## src/rtl/core/psi_pkg.sv

```systemverilog
// Shared types and constants for the profile setpoint interpolator.
`timescale 1ns / 1ps

package psi_pkg;

  // Field widths of the request and result items.
  localparam int TimeW  = 16;
  localparam int TempW  = 10;
  localparam int SlotW  = 4;
  localparam int CountW = 5;

  // Table depth default and point count after reset.
  localparam int MaxPointsDefault = 16;
  localparam logic [CountW-1:0] PointCountReset = CountW'(10);

  // Divider geometry: the magnitude of the product holds at most this many bits.
  localparam int QuoW     = TimeW + TempW;
  localparam int RemW     = TimeW + 1;
  localparam int StepW    = $clog2(QuoW);
  localparam int DivSteps = QuoW;

  // Highest temperature that a result can carry.
  localparam int TempMax = (1 << TempW) - 1;

  // Request kinds.
  typedef enum logic [0:0] {
    ACT_WRITE = 1'b0,
    ACT_QUERY = 1'b1
  } psi_action_e;

  // One request item.
  typedef struct packed {
    psi_action_e        action;
    logic [SlotW-1:0]   point_index;
    logic [TimeW-1:0]   point_time;
    logic [TempW-1:0]   point_temperature;
    logic [TimeW-1:0]   query_time;
  } psi_in_t;

  // One result item.
  typedef struct packed {
    logic [TempW-1:0] target_temperature;
    logic             in_range;
  } psi_out_t;

  // One stored breakpoint.
  typedef struct packed {
    logic [TimeW-1:0] pt_time;
    logic [TempW-1:0] pt_temp;
  } psi_point_t;

  // Sequencer states.
  typedef enum logic [2:0] {
    ST_IDLE,
    ST_SCAN,
    ST_MUL,
    ST_DIV,
    ST_ADJ,
    ST_FIN
  } psi_state_e;

endpackage

```

## src/rtl/core/profile_setpoint_interpolator.sv

```systemverilog
// Top level of the profile setpoint interpolator: breakpoint table, scan and serial divider.
`timescale 1ns / 1ps

// A write request stores one breakpoint and leaves the block idle and ready; it
// gives no result. A query request scans the breakpoints in use (n = point_count,
// clamped to 2..MAX_POINTS) one table entry per cycle through the registered read
// port of the breakpoint memory, and the first entry that matches or brackets the
// query time decides. An exact match or a miss goes from the scan straight to the
// finish state. An interpolation passes through a multiply state, 26
// restoring-division steps of the shared subtractor and a state that applies the
// sign and offset.
// A finished result waits in the output register; the block takes the next request
// while it waits, and a following query stalls only at its very end if the earlier
// result is still not taken. The breakpoint memory has no reset, so every point in
// use must be written before it is queried.
module profile_setpoint_interpolator #(
  parameter int MAX_POINTS = psi_pkg::MaxPointsDefault
) (
  input  logic                        clk_i,
  input  logic                        rst_ni,
  input  logic                        cfg_we_i,
  input  logic [psi_pkg::CountW-1:0]  cfg_data_i,
  input  logic                        in_valid_i,
  output logic                        in_ready_o,
  input  psi_pkg::psi_in_t            in_data_i,
  output logic                        out_valid_o,
  input  logic                        out_ready_i,
  output psi_pkg::psi_out_t           out_data_o
);

  localparam int IdxW = (MAX_POINTS > 1) ? $clog2(MAX_POINTS) : 1;
  localparam int NumW = (psi_pkg::CountW > $clog2(MAX_POINTS + 1)) ?
                        psi_pkg::CountW : $clog2(MAX_POINTS + 1);
  localparam int TW   = psi_pkg::TimeW;
  localparam int VW   = psi_pkg::TempW;
  localparam int QW   = psi_pkg::QuoW;
  localparam int RW   = psi_pkg::RemW;
  localparam int SW   = psi_pkg::StepW;

  psi_pkg::psi_state_e state_q, state_d;

  // Configuration and control registers.
  logic [psi_pkg::CountW-1:0] point_count_q;
  logic [IdxW-1:0]            idx_q;
  logic [SW-1:0]              step_q;
  logic                       out_valid_q;

  // Datapath registers.
  psi_pkg::psi_point_t        rd_q;
  logic [TW-1:0]              query_q;
  logic [TW-1:0]              prev_time_q;
  logic [VW-1:0]              prev_temp_q;
  logic [TW-1:0]              dt_q;
  logic [TW-1:0]              den_q;
  logic signed [VW:0]         dv_q;
  logic [VW-1:0]              v0_q;
  logic [QW-1:0]              quo_q;
  logic [RW-1:0]              rem_q;
  logic                       neg_q;
  logic [VW-1:0]              res_temp_q;
  logic                       res_found_q;
  psi_pkg::psi_out_t          out_data_q;

  // Breakpoint memory.
  psi_pkg::psi_point_t mem_q [MAX_POINTS];

  logic                 in_accept;
  logic                 mem_we;
  logic [IdxW-1:0]      wr_addr;
  logic [IdxW-1:0]      rd_addr;
  logic                 slot_ok;
  logic [NumW-1:0]      count_ext;
  logic [NumW-1:0]      num_used;
  logic [IdxW-1:0]      last_idx;
  logic                 hit_between;
  logic                 hit_equal;
  logic                 scan_last;
  logic                 out_free;
  logic signed [2*TW+1:0] prod_wide;
  logic signed [TW+VW+1:0] prod;
  logic [TW+VW+1:0]     prod_mag;
  logic [RW-1:0]        rem_shift;
  logic [RW:0]          rem_diff;
  logic                 div_ge;
  logic signed [VW+2:0] quo_signed;
  logic signed [VW+2:0] lerp_sum;
  logic [VW-1:0]        lerp_temp;

  assign in_accept = in_valid_i && in_ready_o;
  assign out_free  = !out_valid_q || out_ready_i;

  // Points in use, clamped to the table.
  assign count_ext = NumW'(point_count_q);
  always_comb begin
    if (count_ext < NumW'(2)) begin
      num_used = NumW'(2);
    end else if (count_ext > NumW'(MAX_POINTS)) begin
      num_used = NumW'(MAX_POINTS);
    end else begin
      num_used = count_ext;
    end
  end
  assign last_idx = IdxW'(num_used - NumW'(1));

  // Scan decisions on the entry just read and the one before it.
  assign hit_between = (idx_q != '0) && (prev_time_q < query_q) && (query_q < rd_q.pt_time);
  assign hit_equal   = (rd_q.pt_time == query_q);
  assign scan_last   = (idx_q == last_idx);

  // Write slot check and addresses.
  assign slot_ok = (32'(in_data_i.point_index) < MAX_POINTS);
  assign wr_addr = IdxW'(in_data_i.point_index);

  // Multiplier: offset into the segment times the temperature step.
  assign prod_wide = $signed({1'b0, dt_q}) * $signed({{(TW - VW){dv_q[VW]}}, dv_q});
  assign prod      = prod_wide[TW+VW+1:0];
  assign prod_mag  = prod[TW+VW+1] ? (TW+VW+2)'(-prod) : prod;

  // Restoring divider step on the shared subtractor.
  assign rem_shift = {rem_q[RW-2:0], quo_q[QW-1]};
  assign rem_diff  = {1'b0, rem_shift} - {2'b00, den_q};
  assign div_ge    = !rem_diff[RW];

  // Signed quotient plus the segment start, kept within the temperature range.
  assign quo_signed = $signed({2'b00, quo_q[VW:0]});
  assign lerp_sum   = $signed({3'b000, v0_q}) + (neg_q ? -quo_signed : quo_signed);
  always_comb begin
    if (lerp_sum < 0) begin
      lerp_temp = '0;
    end else if (lerp_sum > (VW+3)'(psi_pkg::TempMax)) begin
      lerp_temp = VW'(psi_pkg::TempMax);
    end else begin
      lerp_temp = lerp_sum[VW-1:0];
    end
  end

  // Next-state logic of the sequencer.
  always_comb begin
    state_d = state_q;
    case (state_q)
      psi_pkg::ST_IDLE: begin
        if (in_accept && (in_data_i.action == psi_pkg::ACT_QUERY)) begin
          state_d = psi_pkg::ST_SCAN;
        end
      end
      psi_pkg::ST_SCAN: begin
        if (hit_between) begin
          state_d = psi_pkg::ST_MUL;
        end else if (hit_equal || scan_last) begin
          state_d = psi_pkg::ST_FIN;
        end
      end
      psi_pkg::ST_MUL: begin
        state_d = psi_pkg::ST_DIV;
      end
      psi_pkg::ST_DIV: begin
        if (step_q == SW'(psi_pkg::DivSteps - 1)) begin
          state_d = psi_pkg::ST_ADJ;
        end
      end
      psi_pkg::ST_ADJ: begin
        state_d = psi_pkg::ST_FIN;
      end
      psi_pkg::ST_FIN: begin
        if (out_free) begin
          state_d = psi_pkg::ST_IDLE;
        end
      end
      default: begin
        state_d = psi_pkg::ST_IDLE;
      end
    endcase
  end

  // Output logic of the sequencer.
  always_comb begin
    in_ready_o = 1'b0;
    mem_we     = 1'b0;
    rd_addr    = idx_q + IdxW'(1);
    case (state_q)
      psi_pkg::ST_IDLE: begin
        in_ready_o = 1'b1;
        mem_we     = in_valid_i && (in_data_i.action == psi_pkg::ACT_WRITE) && slot_ok;
        rd_addr    = '0;
      end
      default: begin
        in_ready_o = 1'b0;
      end
    endcase
  end

  // State register.
  always_ff @(posedge clk_i or negedge rst_ni) begin
    if (!rst_ni) begin
      state_q <= psi_pkg::ST_IDLE;
    end else begin
      state_q <= state_d;
    end
  end

  // Control registers: point count, scan index, divide step, result valid.
  always_ff @(posedge clk_i or negedge rst_ni) begin
    if (!rst_ni) begin
      point_count_q <= psi_pkg::PointCountReset;
      idx_q         <= '0;
      step_q        <= '0;
      out_valid_q   <= 1'b0;
    end else begin
      if (cfg_we_i) begin
        point_count_q <= cfg_data_i;
      end
      if (state_q == psi_pkg::ST_IDLE) begin
        idx_q <= '0;
      end else if ((state_q == psi_pkg::ST_SCAN) && (state_d == psi_pkg::ST_SCAN)) begin
        idx_q <= idx_q + IdxW'(1);
      end
      if (state_q == psi_pkg::ST_DIV) begin
        step_q <= step_q + SW'(1);
      end else begin
        step_q <= '0;
      end
      if ((state_q == psi_pkg::ST_FIN) && out_free) begin
        out_valid_q <= 1'b1;
      end else if (out_ready_i) begin
        out_valid_q <= 1'b0;
      end
    end
  end

  // Breakpoint memory: one write port, one registered read port.
  always_ff @(posedge clk_i) begin
    if (mem_we) begin
      mem_q[wr_addr] <= '{pt_time: in_data_i.point_time, pt_temp: in_data_i.point_temperature};
    end
    rd_q <= mem_q[rd_addr];
  end

  // Datapath registers.
  always_ff @(posedge clk_i) begin
    case (state_q)
      psi_pkg::ST_IDLE: begin
        query_q     <= in_data_i.query_time;
        res_temp_q  <= '0;
        res_found_q <= 1'b0;
      end
      psi_pkg::ST_SCAN: begin
        prev_time_q <= rd_q.pt_time;
        prev_temp_q <= rd_q.pt_temp;
        if (hit_between) begin
          dt_q  <= query_q - prev_time_q;
          den_q <= rd_q.pt_time - prev_time_q;
          dv_q  <= $signed({1'b0, rd_q.pt_temp}) - $signed({1'b0, prev_temp_q});
          v0_q  <= prev_temp_q;
        end else if (hit_equal) begin
          res_temp_q  <= rd_q.pt_temp;
          res_found_q <= 1'b1;
        end
      end
      psi_pkg::ST_MUL: begin
        neg_q <= prod[TW+VW+1];
        quo_q <= prod_mag[QW-1:0];
        rem_q <= '0;
      end
      psi_pkg::ST_DIV: begin
        rem_q <= div_ge ? rem_diff[RW-1:0] : rem_shift;
        quo_q <= {quo_q[QW-2:0], div_ge};
      end
      psi_pkg::ST_ADJ: begin
        res_temp_q  <= lerp_temp;
        res_found_q <= 1'b1;
      end
      psi_pkg::ST_FIN: begin
        if (out_free) begin
          out_data_q <= '{target_temperature: res_temp_q, in_range: res_found_q};
        end
      end
      default: begin
        res_found_q <= res_found_q;
      end
    endcase
  end

  assign out_valid_o = out_valid_q;
  assign out_data_o  = out_data_q;

endmodule

```

## config.mk

```make
export PLATFORM = sky130hd
export DESIGN_NAME = profile_setpoint_interpolator
export DESIGN_NICKNAME = d
export VERILOG_FILES = /design/src/rtl/core/psi_pkg.sv /design/src/rtl/core/profile_setpoint_interpolator.sv
export SDC_FILE = /design/constraint.sdc
export NUM_CORES = 1
export LEC_CHECK = 0
export BUFFER_PORTS_ARGS = -buffer_cell sky130_fd_sc_hd__buf_4
export CORE_UTILIZATION = 45
export DETAILED_ROUTE_END_ITERATION = 7
export GPL_TIMING_DRIVEN = 0
export PLACE_DENSITY = 0.68
export SYNTH_ARGS = -nofsm -noshare
export SYNTH_HDL_FRONTEND = slang
export SYNTH_SLANG_ARGS = --single-unit
```

## constraint.sdc

```tcl
create_clock -name clk_i -period 7.59 [get_ports clk_i]
set_input_delay 0.759 -clock clk_i [delete_from_list [all_inputs] [get_ports clk_i]]
set_output_delay 0.759 -clock clk_i [all_outputs]
set_load 0.01 [all_outputs]
```

**After elaboration in Yosys (flattened, before gate mapping)**

Memory sizes are Yosys's and may differ from the RTL's. A register that Yosys moved wholly into a read port is not among the register bits.
Cells that the tools add are included.

- Bits in registers: 178
- Bits in writable memories: 416
- Input port bits: 57
- Output and inout port bits: 13
- Logic and storage cells: 100
- Memories kept: 1

- Add/subtract/negate cells: 10
- Multiply operators: 1
- Order comparisons: 6
- Equality and inequality tests: 11
- Muxes and demuxes: 31
- Bitwise gates (word level): 1
- Reductions and logical operators: 20

Memory list:

| name | words | width | rd ports | clocked after Yosys merged registers in | wr ports | line | source |
|---|---|---|---|---|---|---|---|
| mem_q | 16 | 26 | 1 | 1 | 1 | profile_setpoint_interpolator.sv:65 | `psi_pkg::psi_point_t mem_q [MAX_POINTS];` |

Operators by type and width:

| kind | count |
|---|---|
| $pmux W26 S2 | 1 |
| $mux W10 | 4 |
| $lt A16 B16 Y1 | 2 |
| $pmux W16 S2 | 1 |
| $sub A16 B16 Y16 | 2 |
| $pmux W10 S3 | 1 |
| $mul A17 B11 Y28 | 1 |
| $mux W26 | 1 |
| $neg A26 Y26 | 1 |
| $mux W4 | 5 |
| $pmux W3 S6 | 1 |
| $sub A17 B16 Y18 | 1 |
| $eq A16 B16 Y1 | 1 |
| $mux W16 | 1 |
| $mux W3 | 5 |
| $add A11 B13 Y13 | 1 |
| $gt A13 B11 Y1 const B | 1 |
| $lt A13 B1 Y1 const B | 1 |
| $mux W13 | 1 |
| $neg A11 Y13 | 1 |
| $sub A10 B10 Y11 | 1 |
| $mux W1 | 8 |
| $logic_and A1 B1 Y1 | 7 |
| $eq A3 B1 Y1 const B | 2 |
| 21 further kinds | 29 |

**Longest topological paths before layout**

- Depth after elaboration: 13
- Gate-level depth with buffers: 26
- Depth with buffers taken out: 22

**Worst setup path after synthesis**

OpenSTA, ideal clock, no wires.

- Kind: register -> register
- From: register dv_q[10]
- To: register quo_q[24], data pin
- Setup time: 0.274 ns
- Arrival: 6.256 ns
- Data required time: 7.316 ns
- Path slack: 1.060 ns
- Stages on the path, launching flop included: 24
- Path buffers: 2
- Clock period less this slack: 6.530 ns
- Cell sequence: edfxtp_1 > inv_1 > clkbuf_1 > nor2_1 > fa_1 > inv_1 > fa_1 > fa_1 > inv_1 > fa_1 > inv_1 > fa_1 > inv_1 > ha_1 > buf_6 > a21o_1 > a2111oi_4 > o311ai_1 > nor4bb_1 > a311o_1 > or4_4 > nor4b_2 > or3_1 > a31oi_1

- Word-level cells in the longest chain between the ends: 4

RTL lines:

| item | line | source |
|---|---|---|
| start, declared | profile_setpoint_interpolator.sv:55 | `logic signed [VW:0] dv_q;` |
| start signal, assigned | profile_setpoint_interpolator.sv:252 | `dv_q <= $signed({1'b0, rd_q.pt_temp}) - $signed({1'b0, prev_temp_q});` |
| $mul A17 B11 Y28 * | profile_setpoint_interpolator.sv:115 | `assign prod_wide = $signed({1'b0, dt_q}) * $signed({{(TW - VW){dv_q[VW]}}, dv_q});` |
| $neg A26 Y26 | profile_setpoint_interpolator.sv:117 | `assign prod_mag = prod[TW+VW+1] ? (TW+VW+2)'(-prod) : prod;` |
| $mux W26 * | profile_setpoint_interpolator.sv:117 |  |
| $pmux W26 S2 * | profile_setpoint_interpolator.sv:240 | `case (state_q)` |
| end signal, assigned | profile_setpoint_interpolator.sv:261 | `quo_q <= prod_mag[QW-1:0];` |
| end signal, assigned | profile_setpoint_interpolator.sv:266 | `quo_q <= {quo_q[QW-2:0], div_ge};` |
| end, declared | profile_setpoint_interpolator.sv:57 | `logic [QW-1:0] quo_q;` |

Mark *: on every way between the ends. The rest lies on a longest branch, timed or not.
A chain may end at the register's enable or synchronous reset.

**Worst setup path in the final report**

- From: register dv_q[8]
- To: register quo_q[25], data pin

Same word-level chain as after synthesis.

==> results.rst <==
.. list-table::
   :header-rows: 1

   * - Metric
     - Value
   * - Run status
     - finished clean
   * - Most used flip-flop cell after synthesis
     - sky130_fd_sc_hd__edfxtp_1
   * - Fraction of final layout cells sized beyond drive strength 1
     - 9.65%
   * - Total Die Area
     - 0.0766 mm²
   * - Final total negative setup slack
     - 0 ns
   * - Most frequent cells after synthesis
     - sky130_fd_sc_hd__edfxtp_1, sky130_fd_sc_hd__nand2_1, sky130_fd_sc_hd__inv_1
   * - Endpoint with the worst hold slack
     - query_q[8]
   * - HP Start
     - in_data_i[8]
   * - Worst Max-Slew Pin Slew
     - 1.27 ns
   * - Hold Path Cell Cnt
     - 1
   * - Slowest cell delay on critical path
     - 0.60 ns
   * - Maximum operating frequency
     - 138 MHz
   * - CTS max path bufs
     - 3
   * - Ratio of routed vias to standard cells
     - 5.64
   * - Cell depth of the worst flop-to-flop path
     - 25
   * - Data arrival at the endpoint of the critical path
     - 7.56 ns
   * - Number of distinct standard cells referenced by the synthesized netlist
     - 84
   * - Number of hold violations in the final report
     - 0
   * - Tightest slew margin relative to the limit
     - 15.4%
   * - Final setup viols
     - 0
   * - Type of the setup path with the least slack
     - register to register
   * - Final net count
     - 3284
   * - Worst Setup End Kind
     - register
   * - Startpoint class of the critical path
     - register
   * - Mapped Cells
     - 2772
   * - Number of top-level pins
     - 70
   * - Number of sinks driven by the clock tree
     - 620
   * - Endpoint required time on the critical path
     - 7.93 ns
   * - Average wire length per cell after detail routing
     - 21.0 µm
   * - Routed vias
     - 22200
   * - #FFs+latches synth
     - 620
   * - Clock insertion delay at the later pin of the skew report
     - 0.63 ns
   * - Synth top area cells
     - sky130_fd_sc_hd__edfxtp_1, sky130_fd_sc_hd__fa_1, sky130_fd_sc_hd__ha_1
   * - Worst Path Max Fanout
     - 10
   * - Maximum number of pins on one net before global-route repair
     - 37
   * - Sum of overflow across all layers after global routing
     - 0
   * - Most repeated cell in the gate-level netlist after synthesis
     - sky130_fd_sc_hd__edfxtp_1
   * - CTS Buf Count
     - 59
   * - Proportion of synthesized chip area in sequential cells
     - 53.8%
   * - Count of TritonRoute iterations in the first routing pass
     - 6
   * - Final critical-path share of the clock period
     - 95.2%
   * - Final clock skew
     - 0.0242 ns
   * - DRC violation total after the first TritonRoute iteration
     - 1873
   * - First-pass GRT wire length
     - 130000 µm
   * - Endpoint of the lowest-slack register-to-register path
     - quo_q[25]
   * - Worst setup path startpoint
     - dv_q[8]
   * - Post-synthesis cell type with the largest combined area
     - sky130_fd_sc_hd__edfxtp_1
   * - Synth async-reset ratio
     - 2.90%
   * - Synthesized cell area
     - 0.0340 mm²
   * - Drc violations
     - 0
   * - Die W
     - 277 µm
   * - FF-to-FF Start
     - dv_q[8]
   * - Clock root buffer master
     - sky130_fd_sc_hd__clkbuf_16
   * - Most frequent cell on the critical path
     - sky130_fd_sc_hd__fa_1
   * - Site Rows
     - 100
   * - Placeable core region
     - 0.0746 mm²
   * - Synthesis-to-layout area growth
     - 12.3%
   * - Number of antenna-violating nets in the routed design
     - 0
   * - CTS tree
     - built
   * - Top cell type's share of synthesized area
     - 50.9%
   * - Worst hold slack across all endpoints
     - 0.317 ns
   * - Number of buffer cells added on primary ports
     - 69
   * - Post-Synthesis Mean Instance Area
     - 12.2 µm²
   * - Effective utilization at floorplan
     - 45.5%
   * - Vias in the first global route
     - 23500
   * - Estimated wirelength of the detail-placed design
     - 60800 µm
   * - Type of the most critical hold path
     - input pin to register
   * - Clock slew at reported path FFs
     - 0.06 ns
   * - Clock H-tree levels
     - 2
   * - Final number of max-transition violations
     - 0
   * - Worst-case register-to-register setup slack
     - 0.37 ns
   * - All-layer global routing usage
     - 21.8%
   * - Slowest stage cell, crit path
     - sky130_fd_sc_hd__edfxtp_1
   * - Count of maximum capacitance violations
     - 0
   * - Number of buffers and inverters on the critical path
     - 9
   * - Synthesized Nets
     - 3131
   * - Warnings from Yosys
     - 0
   * - Final critical delay including setup and external delays
     - 7.22 ns
   * - Routability Congestion
     - 0.890
   * - Overall die height
     - 277 µm
   * - Number of enable flip-flop cells after synthesis
     - 576
   * - Initial antenna violation count
     - 2
   * - Final Routed Wirelength
     - 82700 µm
   * - RSZ-0062 raised after global routing
     - false
   * - Crit path max-delay family
     - adder cells
[per-stage QoR]
step           cell area (µm²)  instances  setup slack [ns]  utilization [%]
2_1_floorplan            34000       2772              1.06                -
3_3_place_gp             35700       3810           -0.0194             47.9
3_5_place_dp             36100       3830            -0.128             48.5
4_1_cts                  38100       3939            0.0828             51.1
5_1_grt                  38100       3942           0.00130             51.1
6_report                 38100       3943             0.367             51.1
[layout by cell type, fill, tap and decap left out, types with 15 or more instances in the layout]
cell type,Yosys,layout
sky130_fd_sc_hd__nor2b_1,20,20
sky130_fd_sc_hd__xnor2_1,53,53
sky130_fd_sc_hd__xor2_1,31,31
sky130_fd_sc_hd__nor3_1,41,37
sky130_fd_sc_hd__nor2_1,123,110
sky130_fd_sc_hd__buf_2,15,15
sky130_fd_sc_hd__a211oi_1,91,91
sky130_fd_sc_hd__mux4_2,26,26
sky130_fd_sc_hd__nand2_1,298,298
sky130_fd_sc_hd__o21ai_0,56,55
sky130_fd_sc_hd__a31oi_1,37,37
sky130_fd_sc_hd__ha_1,171,171
sky130_fd_sc_hd__a21o_1,15,15
sky130_fd_sc_hd__a21oi_1,104,104
sky130_fd_sc_hd__fa_1,131,131
sky130_fd_sc_hd__edfxtp_1,576,576
sky130_fd_sc_hd__mux2i_1,122,122
sky130_fd_sc_hd__nand3_1,39,39
sky130_fd_sc_hd__dfrtp_1,16,16
sky130_fd_sc_hd__and2_1,129,129
sky130_fd_sc_hd__clkbuf_16,0,59
sky130_fd_sc_hd__dfxtp_1,26,26
sky130_fd_sc_hd__nand2b_1,25,25
sky130_fd_sc_hd__a311oi_1,29,29
sky130_fd_sc_hd__inv_1,288,286
sky130_fd_sc_hd__o211ai_1,18,18
sky130_fd_sc_hd__buf_4,2,75
sky130_fd_sc_hd__or3_1,19,19
sky130_fd_sc_hd__clkbuf_1,93,94
[worst max path at each step]
stage,endpoint,slack (ns),cells after the start
floorplan,quo_q[24],1.06,23
global placement,quo_q[3],-0.02,24
detailed placement,quo_q[11],-0.13,24
CTS,quo_q[11],0.08,23
global route,quo_q[25],0.001,20
finish,quo_q[25],0.37,25
[kinds of logic (layout without fill, tap and decap cells)]
logic type      Yosys count  count (layout)  share of synthesized area (%)
simple gates            763             763                           10.9
flops                   620             620                           53.8
compound gates          442             442                           8.90
buf+inv                 406             607                           4.61
fa+ha+maj               302             302                           14.0
mux                     155             155                           5.55
xor+xnor                 84              84                           2.17
other cells               0               1                              0
[state kept, by name, summed over array words and instances (netlist names), 11 cells and up]
register     flops
den_q           16
dt_q            16
dv_q            11
mem_q          416
out_data_o      11
prev_time_q     16
query_q         16
quo_q           26
rd_q            26
rem_q           16
[repair_timing]
item | 4_1_cts | 5_1_grt
hold buffers | 1 | 0
endpoints found under the hold margin | 1 | 0
buffers inserted | 0 | 4
gates resized for setup | 0 | 18
endpoints found under the setup margin | 18 | 23
[final cells by class]
cell class	count	area [µm²]
antenna	1	2.50
buffer	115	484
clock buffer	74	1560
clock inverter	35	367
fill	6322	36400
inverter	289	1090
multi-input combinational	1746	14200
sequential	620	18300
tap	969	1210
timing repair buffer	94	900
[routing by layer]
metal / routed length, µm / up-vias / track usage [%]
met5: 31 / - / 0
met4: 2350 / 4 / 7.24
met3: 4540 / 171 / 2.97
met2: 42700 / 708 / 39.1
met1: 33100 / 11100 / 27.0
li1: - / 10200 / -
Power is left out: the tool's default activity adds up to more than one toggle a clock period on the data nets, which glitch-free logic cannot reach.
